File: src/hw/rtl/rfae_pkg.sv
// Package for the register file ALU executor.
// Holds sizes, opcode/status/state enums and the channel payload types.
// No dependencies.
`timescale 1ns / 1ps
`default_nettype none

package rfae_pkg;

	localparam int NUM_REGS   = 6;
	localparam int DATA_W     = 32;
	localparam int REG_IDX_W  = 3;
	localparam int REG_AW     = (NUM_REGS > 1) ? $clog2(NUM_REGS) : 1;
	localparam int DIV_CNT_W  = $clog2(DATA_W);

	localparam logic [REG_IDX_W-1:0] NUM_REGS_IDX = REG_IDX_W'(NUM_REGS);
	localparam logic [DIV_CNT_W-1:0] DIV_LAST     = DIV_CNT_W'(DATA_W - 1);

	typedef enum logic [2:0] {
		OP_MOV = 3'd0,
		OP_ADD = 3'd1,
		OP_SUB = 3'd2,
		OP_MUL = 3'd3,
		OP_DIV = 3'd4,
		OP_INC = 3'd5,
		OP_DEC = 3'd6,
		OP_END = 3'd7
	} opcode_t;

	typedef enum logic [1:0] {
		ST_OK       = 2'd0,
		ST_BAD_REG  = 2'd1,
		ST_DIV_ZERO = 2'd2
	} status_t;

	typedef enum logic [1:0] {
		S_IDLE,
		S_READ,
		S_DIV,
		S_DONE
	} state_t;

	typedef struct packed {
		opcode_t                opcode;
		logic [REG_IDX_W-1:0]   dest_index;
		logic [REG_IDX_W-1:0]   source_index;
	} cmd_t;

	typedef struct packed {
		status_t                status;
		logic signed [DATA_W-1:0] dest_value;
	} rsp_t;

endpackage

`default_nettype wire

File: src/hw/rtl/rfae_if.sv
// Valid/ready channel interfaces for the executor.
// Depends on rfae_pkg for the payload types.
`timescale 1ns / 1ps
`default_nettype none

interface rfae_cmd_if;
	logic           valid;
	logic           ready;
	rfae_pkg::cmd_t data;

	modport source (output valid, output data, input ready);
	modport sink   (input valid, input data, output ready);
endinterface

interface rfae_rsp_if;
	logic           valid;
	logic           ready;
	rfae_pkg::rsp_t data;

	modport source (output valid, output data, input ready);
	modport sink   (input valid, input data, output ready);
endinterface

`default_nettype wire

File: src/hw/rtl/rfae_ram.sv
// Generic single-write, single-read synchronous RAM with registered read.
// No dependencies.
`timescale 1ns / 1ps
`default_nettype none

module rfae_ram #(
	parameter int WIDTH = 32,
	parameter int DEPTH = 8,
	localparam int AW = (DEPTH > 1) ? $clog2(DEPTH) : 1
) (
	input  wire logic             clk,
	input  wire logic             we,
	input  wire logic [AW-1:0]    waddr,
	input  wire logic [WIDTH-1:0] wdata,
	input  wire logic [AW-1:0]    raddr,
	output logic      [WIDTH-1:0] rdata
);

	logic [WIDTH-1:0] mem [DEPTH];

	always_ff @(posedge clk) begin
		if (we) begin
			mem[waddr] <= wdata;
		end
		rdata <= mem[raddr];
	end

endmodule

`default_nettype wire

File: src/hw/rtl/rfae_div.sv
// Iterative signed divider, one quotient bit per cycle, truncating toward zero.
// Depends on rfae_pkg.
`timescale 1ns / 1ps
`default_nettype none

module rfae_div (
	input  wire logic                        clk,
	input  wire logic                        arst_n,
	input  wire logic                        start,
	input  wire logic [rfae_pkg::DATA_W-1:0] dividend,
	input  wire logic [rfae_pkg::DATA_W-1:0] divisor,
	output logic                             done,
	output logic      [rfae_pkg::DATA_W-1:0] quotient
);
	import rfae_pkg::*;

	logic                 busy_q;
	logic                 done_q;
	logic [DIV_CNT_W-1:0] cnt_q;
	logic                 neg_q;
	logic [DATA_W-1:0]    mb_q;
	logic [DATA_W-1:0]    rem_q;
	logic [DATA_W-1:0]    quo_q;
	logic [DATA_W:0]      rem_sh;
	logic [DATA_W+1:0]    diff;

	assign rem_sh   = {rem_q, quo_q[DATA_W-1]};
	assign diff     = {1'b0, rem_sh} - {2'b00, mb_q};
	assign done     = done_q;
	assign quotient = neg_q ? (DATA_W'(0) - quo_q) : quo_q;

	always_ff @(posedge clk or negedge arst_n) begin
		if (!arst_n) begin
			busy_q <= 1'b0;
			done_q <= 1'b0;
			cnt_q  <= '0;
		end else begin
			done_q <= 1'b0;
			if (start) begin
				busy_q <= 1'b1;
				cnt_q  <= '0;
			end else if (busy_q) begin
				cnt_q <= cnt_q + DIV_CNT_W'(1);
				if (cnt_q == DIV_LAST) begin
					busy_q <= 1'b0;
					done_q <= 1'b1;
				end
			end
		end
	end

	always_ff @(posedge clk) begin
		if (start) begin
			neg_q <= dividend[DATA_W-1] ^ divisor[DATA_W-1];
			mb_q  <= divisor[DATA_W-1] ? (DATA_W'(0) - divisor) : divisor;
			quo_q <= dividend[DATA_W-1] ? (DATA_W'(0) - dividend) : dividend;
			rem_q <= '0;
		end else if (busy_q) begin
			rem_q <= diff[DATA_W+1] ? rem_sh[DATA_W-1:0] : diff[DATA_W-1:0];
			quo_q <= {quo_q[DATA_W-2:0], ~diff[DATA_W+1]};
		end
	end

endmodule

`default_nettype wire

File: src/hw/rtl/register_file_alu_executor.sv
// Register file ALU executor: runs decoded two-register instructions.
// Depends on rfae_pkg, rfae_if, rfae_ram and rfae_div.
//
// Usage:
//   cmd carries one decoded instruction per transaction (opcode, dest_index,
//   source_index); rsp returns one transaction per instruction with a status
//   and the destination register's new value.
//   The register file sits in two mirrored RAMs with a registered read,
//   so both operands are read in the cycle after acceptance. Per-entry
//   valid bits make every register read as zero after reset.
//   After acceptance the operands are read in S_READ and the result is
//   registered; in S_DONE it is written back and loaded into the output
//   register. A divide starts the iterative divider from S_READ and waits in
//   S_DIV until it is done; the divider produces one quotient bit per cycle.
//   One instruction is in flight at a time; cmd is ready only in S_IDLE. A
//   finished result waits in the output register while the next
//   instruction is accepted and executed; that instruction then holds in
//   its final state until rsp is taken. Divide by zero skips S_DIV; bad
//   indices skip the read and go from acceptance straight to S_DONE.
//   Reset (arst_n low) clears all registers to zero and empties the output.
`timescale 1ns / 1ps
`default_nettype none

module register_file_alu_executor (
	input wire logic   clk,
	input wire logic   arst_n,
	rfae_cmd_if.sink   cmd,
	rfae_rsp_if.source rsp
);
	import rfae_pkg::*;

	state_t              state_q, state_d;
	opcode_t             op_q;
	logic [REG_AW-1:0]   d_q;
	logic [REG_AW-1:0]   s_q;
	logic [DATA_W-1:0]   r_q;
	status_t             st_q;
	logic [NUM_REGS-1:0] vld_q;
	logic                out_vld_q;
	rsp_t                out_q;

	logic                cmd_bad;
	logic                accept;
	logic                done_go;
	logic                wr_en;
	logic                div_start;
	logic                div_done;
	logic [DATA_W-1:0]   div_quo;
	logic [DATA_W-1:0]   rd_a;
	logic [DATA_W-1:0]   rd_b;
	logic [DATA_W-1:0]   a_opnd;
	logic [DATA_W-1:0]   b_opnd;
	logic [2*DATA_W-1:0] prod;
	logic [DATA_W-1:0]   alu_res;
	status_t             alu_st;

	assign cmd_bad = (cmd.data.dest_index >= NUM_REGS_IDX) ||
	                 (cmd.data.source_index >= NUM_REGS_IDX);
	assign accept  = cmd.valid && cmd.ready;

	rfae_ram #(.WIDTH(DATA_W), .DEPTH(NUM_REGS)) u_ram_a (
		.clk   (clk),
		.we    (wr_en),
		.waddr (d_q),
		.wdata (r_q),
		.raddr (cmd.data.dest_index[REG_AW-1:0]),
		.rdata (rd_a)
	);

	rfae_ram #(.WIDTH(DATA_W), .DEPTH(NUM_REGS)) u_ram_b (
		.clk   (clk),
		.we    (wr_en),
		.waddr (d_q),
		.wdata (r_q),
		.raddr (cmd.data.source_index[REG_AW-1:0]),
		.rdata (rd_b)
	);

	rfae_div u_div (
		.clk      (clk),
		.arst_n   (arst_n),
		.start    (div_start),
		.dividend (a_opnd),
		.divisor  (b_opnd),
		.done     (div_done),
		.quotient (div_quo)
	);

	assign a_opnd = vld_q[d_q] ? rd_a : '0;
	assign b_opnd = vld_q[s_q] ? rd_b : '0;
	assign prod   = a_opnd * b_opnd;

	always_comb begin
		alu_res = a_opnd;
		alu_st  = ST_OK;
		case (op_q)
			OP_MOV: alu_res = b_opnd;
			OP_ADD: alu_res = a_opnd + b_opnd;
			OP_SUB: alu_res = a_opnd - b_opnd;
			OP_MUL: alu_res = prod[DATA_W-1:0];
			OP_DIV: begin
				if (b_opnd == '0) begin
					alu_st = ST_DIV_ZERO;
				end
			end
			OP_INC: alu_res = a_opnd + DATA_W'(1);
			OP_DEC: alu_res = a_opnd - DATA_W'(1);
			default: alu_res = a_opnd;
		endcase
	end

	// next state
	always_comb begin
		state_d = state_q;
		case (state_q)
			S_IDLE: begin
				if (accept) begin
					state_d = cmd_bad ? S_DONE : S_READ;
				end
			end
			S_READ: begin
				if (op_q == OP_DIV && b_opnd != '0) begin
					state_d = S_DIV;
				end else begin
					state_d = S_DONE;
				end
			end
			S_DIV: begin
				if (div_done) begin
					state_d = S_DONE;
				end
			end
			S_DONE: begin
				if (done_go) begin
					state_d = S_IDLE;
				end
			end
			default: state_d = S_IDLE;
		endcase
	end

	// control outputs
	always_comb begin
		cmd.ready = 1'b0;
		div_start = 1'b0;
		done_go   = 1'b0;
		case (state_q)
			S_IDLE: cmd.ready = 1'b1;
			S_READ: div_start = (op_q == OP_DIV) && (b_opnd != '0);
			S_DONE: done_go   = !out_vld_q || rsp.ready;
			default: ;
		endcase
	end

	assign wr_en     = done_go && (st_q != ST_BAD_REG);
	assign rsp.valid = out_vld_q;
	assign rsp.data  = out_q;

	always_ff @(posedge clk or negedge arst_n) begin
		if (!arst_n) begin
			state_q   <= S_IDLE;
			vld_q     <= '0;
			out_vld_q <= 1'b0;
		end else begin
			state_q <= state_d;
			if (wr_en) begin
				vld_q[d_q] <= 1'b1;
			end
			if (done_go) begin
				out_vld_q <= 1'b1;
			end else if (rsp.ready) begin
				out_vld_q <= 1'b0;
			end
		end
	end

	always_ff @(posedge clk) begin
		if (accept) begin
			op_q <= cmd.data.opcode;
			d_q  <= cmd.data.dest_index[REG_AW-1:0];
			s_q  <= cmd.data.source_index[REG_AW-1:0];
			r_q  <= '0;
			st_q <= cmd_bad ? ST_BAD_REG : ST_OK;
		end else if (state_q == S_READ) begin
			r_q  <= alu_res;
			st_q <= alu_st;
		end else if (state_q == S_DIV && div_done) begin
			r_q <= div_quo;
		end
		if (done_go) begin
			out_q.status     <= st_q;
			out_q.dest_value <= r_q;
		end
	end

	assert property (@(posedge clk) disable iff (!arst_n)
		rsp.valid && rsp.data.status == ST_BAD_REG |-> rsp.data.dest_value == '0)
		else $error("bad-register result with nonzero value");

	assert property (@(posedge clk) disable iff (!arst_n)
		state_q == S_DIV |-> op_q == OP_DIV)
		else $error("divider wait without a divide instruction");

	assert property (@(posedge clk) disable iff (!arst_n)
		div_done |-> state_q == S_DIV)
		else $error("divider finished outside the divide wait");

	assert property (@(posedge clk) disable iff (!arst_n)
		wr_en |=> state_q == S_IDLE && rsp.valid)
		else $error("write-back without a posted result");

endmodule

`default_nettype wire
File: src/flat_wrapper.sv
// flat-port wrapper written by rule: the top's interface ports become plain ports
module register_file_alu_executor_flat import rfae_pkg::*;
  (clk, arst_n, cmd_valid, cmd_data, cmd_ready, rsp_valid, rsp_data, rsp_ready);
  rfae_cmd_if cmd_i ();
  rfae_rsp_if rsp_i ();
  input wire logic clk;
  input wire logic arst_n;
  input wire logic [$bits(cmd_i.valid)-1:0] cmd_valid;
  input wire logic [$bits(cmd_i.data)-1:0] cmd_data;
  output wire logic [$bits(cmd_i.ready)-1:0] cmd_ready;
  output wire logic [$bits(rsp_i.valid)-1:0] rsp_valid;
  output wire logic [$bits(rsp_i.data)-1:0] rsp_data;
  input wire logic [$bits(rsp_i.ready)-1:0] rsp_ready;
  assign cmd_i.valid = cmd_valid;
  assign cmd_i.data = cmd_data;
  assign cmd_ready = cmd_i.ready;
  assign rsp_valid = rsp_i.valid;
  assign rsp_data = rsp_i.data;
  assign rsp_i.ready = rsp_ready;
  register_file_alu_executor u_core (.clk(clk), .arst_n(arst_n), .cmd(cmd_i), .rsp(rsp_i));
endmodule
File: config.mk
export PLATFORM = sky130hd
export DESIGN_NAME = register_file_alu_executor_flat
export DESIGN_NICKNAME = d
export VERILOG_FILES = /design/src/hw/rtl/rfae_pkg.sv /design/src/hw/rtl/rfae_if.sv /design/src/hw/rtl/rfae_ram.sv /design/src/hw/rtl/rfae_div.sv /design/src/hw/rtl/register_file_alu_executor.sv /design/src/flat_wrapper.sv
export SDC_FILE = /design/constraint.sdc
export NUM_CORES = 2
export LEC_CHECK = 0
export BUFFER_PORTS_ARGS = -buffer_cell sky130_fd_sc_hd__buf_2
export CAP_MARGIN = 20
export CORE_UTILIZATION = 30
export DETAILED_ROUTE_END_ITERATION = 10
export PLACE_DENSITY = 0.49
export SLEW_MARGIN = 30
export SYNTH_ARGS = -nofsm -noshare
export SYNTH_HDL_FRONTEND = slang
export SYNTH_SLANG_ARGS = --single-unit
export TNS_END_PERCENT = 30
File: constraint.sdc
create_clock -name clk -period 8.65 [get_ports clk]
set_input_delay 1.2975 -clock clk [delete_from_list [all_inputs] [get_ports clk]]
set_output_delay 1.2975 -clock clk [all_outputs]
set_load 0.02 [all_outputs]
==> results by stage <==
Run status:
- The flow ran to the end, and the final reports show no timing, DRC or antenna violations.

Clock tree:
- The TritonCTS clock tree is yes.
- The clock edge transition at the registers on the reported setup and hold paths is 70 ps.
- The number of clock buffers added by TritonCTS is 47.
- The number of clock sinks is 446.
- In this run the deepest clock path goes through 3 buffers.
- The clock reaches the later pin of the worst-skew pair after 610 ps.
- Buffers inserted to repair hold after CTS numbered 0.
- The root buffer selected by CTS is clkbuf_16.
- The H-tree was split into 2 levels.

Synth:
- The number of warnings issued by yosys is 0.
- Summing the areas of all compound-gate instances in the mapped netlist gives 11.0% of the synthesized area.
- Among all flip-flop cells after synthesis, the most frequent one is edfxtp_1.
- A synthesized cell averages 9.76 um2.
- Of the post-synthesis cell area, the dominant cell type holds 23.2%.
- Synthesis inferred 446 register bits.
- Summed over all instances, the cell type with the most area after synthesis is edfxtp_1.
- Summing the areas of all xor and xnor instances in the mapped netlist gives 5.21% of the synthesized area.
- The combinational family with the most area after synthesis is adder cells.
- Measured against the total synthesized area, the mux share comes to 5.82%.
- Of the synthesized area, sequential elements account for 30.7%.
- The distinct cell type count of the synthesized netlist is 79.
- When the netlist entered floorplanning its net count stood at 4,631.
- The post-synthesis instance total is 4,009.
- The synthesized netlist devotes 27.3% of its cell area to adder and majority cells.
- Sorting the synthesized cells by area gives the leading types as edfxtp_1 23%, fa_1 21%, dfxtp_1 6.5%, ha_1 6.4%, nor2_1 5.1%.
- Of all flip-flops after synthesis, the portion carrying an async set or reset was 3.59%.
- The synthesized design contains 302 enable-type register cells.
- The mapped netlist covers 39,100 um2.
- The post-synthesis simple-gate area fraction is 13.1%.

Finish:
- The count of placed standard cells in the final layout, fillers left out is 5,917.
- After routing the design area is 44,500 um2.
- The area used by sequential logic in the layout is 12,000 um2.
- The fill cell total of the finished layout is 13.4k.
- The multi-input combinational cells in the finished layout cover a total of 24,700 um2.
- Compared with the post-synthesis result, the final layout area differs by 13.7%.
- The fraction of final layout cells with drive strength greater than 1 is 12.5%.
- The number of nets in the layout is 4,756.

Timing:
- In the post-route analysis, the smallest setup slack over all paths is 184 ps.
- Timing would allow up to 118 MHz.
- The worst pin sits at a relative slew slack of 28.3%.
- Setup repair after global routing could not meet its margin everywhere.
- The measured slew at the worst slew-check pin is 1070 ps.
- The number of failing hold endpoints at the final stage was 0.
- The final count of pins violating max slew is 0.
- The post-route setup TNS is 0 ps.
- Of the available clock period, the critical path in the final layout requires 97.9%.
- The clock skew is 40.9 ps.
- The total of endpoints with negative setup slack in the final report is 0.
- For the finished layout, the period the worst path requires is 8470 ps.

Route:
- Summed over all nets, wire length on met2 after detailed routing comes to 64,500 um.
- In the final routing, the length of wire on met1 measures 63,600 um.
- The remaining antenna violation count is 0.
- The length of the first detailed-routing pass in iterations is 5.
- After detailed routing, no signal wire sits above met5.
- The detailed router placed 30.5k vias in this run.
- The number of DRC markers in iteration 0 is 2,741.
- The amount of wire on met3 after detailed routing is 9510 um.
- After detailed routing, the average wire length per cell comes to 24.4 um.
- The residual DRC count is 0.
- The number of vias per cell is 5.16.
- The final wirelength is 144,000 um.

Worst setup path:
- The peak per-stage delay on the critical path is 700 ps.
- Among all stages on the critical path, the largest delay is contributed by fa_1.
- STA classifies the critical path startpoint as a flip-flop.
- In this run the worst path has a maximum fanout of 9.
- The worst register-to-register path begins at u_core.d_q[0]$_DFFE_PP_.
- The cell with the most instances on the worst path is fa_1.
- The length in cells of the worst reg-to-reg path is 28.
- Data on the critical path arrives at its endpoint at 9010 ps.
- Data on the critical path is required at its endpoint by 9190 ps.
- The critical path class is reg2reg.
- The endpoint identified for the worst register-to-register timing path is u_core.r_q[30]$_SDFFE_PP0P_.
- The endpoint kind of the worst setup timing path is a flip-flop.
- In this run the register-to-register setup slack is 180 ps.

Place:
- The placer's final routability congestion estimate is 1.05.
- The worst slack after detailed placement is -95.9 ps.
- The placed cell area is 42,700 um2.
- Detailed placement finished with a half-perimeter wire length of 113,000 um.
- The number of input and output port buffers inserted is 48.
- The post-placement cell count is 5,821.

Die:
- The initial utilization of the core area, before any placement, comes to 30.2%.
- The number of top-level design ports is 49.
- The number of placement rows is 132.
- The die height is 363 um.
- The placeable core region is 129,000 um2.
- The die covers 132,000 um2.
- In this run the horizontal extent of the chip is 363 um.

Run:
- Across the run, the number of max-cap violations was 0.

GRT:
- The wire length of the first global-routing pass is 214,000 um.
- The number of antenna violations at the first check in global routing is 2.
- The maximum number of pins on one net before global-route repair is 68.
- The number of global-route vias before repair is 30.8k.
- For this run the aggregate overflow at the end of global routing stands at 0.
- Global routing used 22.0% of the available tracks.

Hold path:
- The worst hold endpoint is u_core.u_div.rem_q[1]$_SDFFE_PP0P_.
- The cell count of the worst hold path is 2.
- The startpoint identified for the worst hold timing path is u_core.u_div.rem_q[1]$_SDFFE_PP0P_.
- The class of the tightest hold or removal check is reg2reg.

Power:
- VDD sags by at most 0.232 mV.
- The power consumption is 0.0162 W.
- In this run the power density over the cells is 365 nW/um2.
- In this run the static leakage power is 18.8 nW.
-- logic make-up after synthesis --
logic type / Yosys count
and+or+nand+nor: 1205
DFF: 446
adders and majority gates: 609
AOI/OAI and AO/OA: 672
xor gates and xnor gates: 231
buffers and inverters: 700
muxes: 146
-- area by class of cell --
type | count | area share, %
Timing Repair Buffer | 289 | 4.96
Sequential cell | 446 | 27.0
Inverter | 486 | 4.12
Antenna cell | 2 | 0.0112
Clock buffer | 63 | 2.94
Tap cell | 1742 | 4.90
Multi-Input combinational cell | 2864 | 55.4
Clock inverter | 25 | 0.633
-- cells in the final DEF (no fill, tap or decap), types with 19 or more instances in the layout --
cell	synthesis	layout
o21ai_0	160	157
xnor2_1	131	129
o31ai_1	42	42
nand3_1	42	41
ha_1	199	197
a211oi_1	29	27
nor2_1	531	526
a21o_1	44	44
nand2b_1	30	28
clkbuf_16	0	48
o21a_1	22	22
nand2_1	410	401
a221oi_1	21	19
mux4_2	65	65
nor3_1	59	54
mux2i_1	79	79
fa_1	410	408
or3_1	20	20
and2_1	29	27
a21oi_1	205	202
o221ai_1	21	20
xor2_1	99	99
edfxtp_1	302	302
dfxtp_1	128	128
o221a_2	20	20
a31oi_1	20	20
buf_2	10	46
buf_4	0	228
inv_1	466	465
-- cell usage after synthesis, drive strengths merged (14+ instances only) --
cell type,instances
buf,31
mux2i,79
nand2,410
o21ai,163
dfrtp,16
xor2,99
nor2,532
a21oi,206
nor3,59
o221ai,22
edfxtp,302
clkbuf,183
fa,410
a221oi,21
inv,468
a21o,44
and3,15
o221a,20
nand3,43
mux4,65
xnor2,131
nor2b,14
o31ai,42
clkinv,18
nand2b,30
a211oi,29
ha,199
or3,21
o21a,22
a31oi,20
and2,32
dfxtp,128
-- critical path, delay by kind of cell (launching register included) --
family	cells	cell delay (ps)
adder cells (fa/ha/maj)	9	4380
AND/OR/NAND/NOR	5	1250
AO/OA/AOI/OAI	6	1140
buffers and inverters	6	850
flip-flops	1	460
XOR/XNOR	1	180
multiplexers	1	160
-- through the flow --
step | hold slack, ps | util, %
floorplan | 417 | -
CTS | 489 | 34.2
global placement | 475 | 33.0
detailed placement | 478 | 33.0
global route | 503 | 34.4
finish | 490 | 34.4
-- state kept, by name, summed over array words and instances, names as in the netlist --
signal	cells
u_core.rsp.valid	1
u_core.u_div.done	1
u_core.d_q	3
u_core.u_div.busy_q	1
u_core.u_div.neg_q	1
u_core.vld_q	6
u_core.u_div.rem_q	32
u_core.u_ram_b.rdata	32
u_core.state_q	2
u_core.s_q	3
u_core.u_div.cnt_q	5
u_core.st_q	2
u_core.op_q	3
u_core.u_ram_a.mem	64
u_core.u_ram_a.rdata	32
u_core.u_div.mb_q	32
u_core.u_ram_b.mem	128
u_core.u_div.quo_q	32
u_core.rsp.data	34
u_core.r_q	32
-- worst max-delay path by stage --
stage / startpoint / end / slack (ps)
3_5_place_dp: u_core.d_q[0]$_DFFE_PP_ / u_core.r_q[31]$_SDFFE_PP0P_ / -100
4_1_cts: u_core.d_q[0]$_DFFE_PP_ / u_core.r_q[31]$_SDFFE_PP0P_ / 60
6_report: u_core.d_q[0]$_DFFE_PP_ / u_core.r_q[30]$_SDFFE_PP0P_ / 180
3_3_place_gp: u_core.d_q[0]$_DFFE_PP_ / u_core.r_q[31]$_SDFFE_PP0P_ / 20
2_1_floorplan: u_core.s_q[0]$_DFFE_PP_ / u_core.r_q[31]$_SDFFE_PP0P_ / -8
5_1_grt: u_core.d_q[0]$_DFFE_PP_ / u_core.r_q[28]$_SDFFE_PP0P_ / -110
-- report_power, final --
group / switching [W] / internal, W
sequential: 0.000603 / 0.00297
clock: 0.000881 / 0.00119
combinational: 0.00656 / 0.00402
-- per-layer routing --
metal / vias up / global-route usage [%]
li1: 13700 / -
met3: 269 / 3.01
met2: 1143 / 34.4
met5: - / 0
met1: 15400 / 30.7
met4: 2 / 8.82
-- repair_timing --
action                     4_1_cts  5_1_grt
resized for setup                1       37
gates cloned                     0        1
buffers inserted                 0        5
setup endpoints to repair        1       14
pin swaps                        0        4
Power figures use the tool's default switching activity.
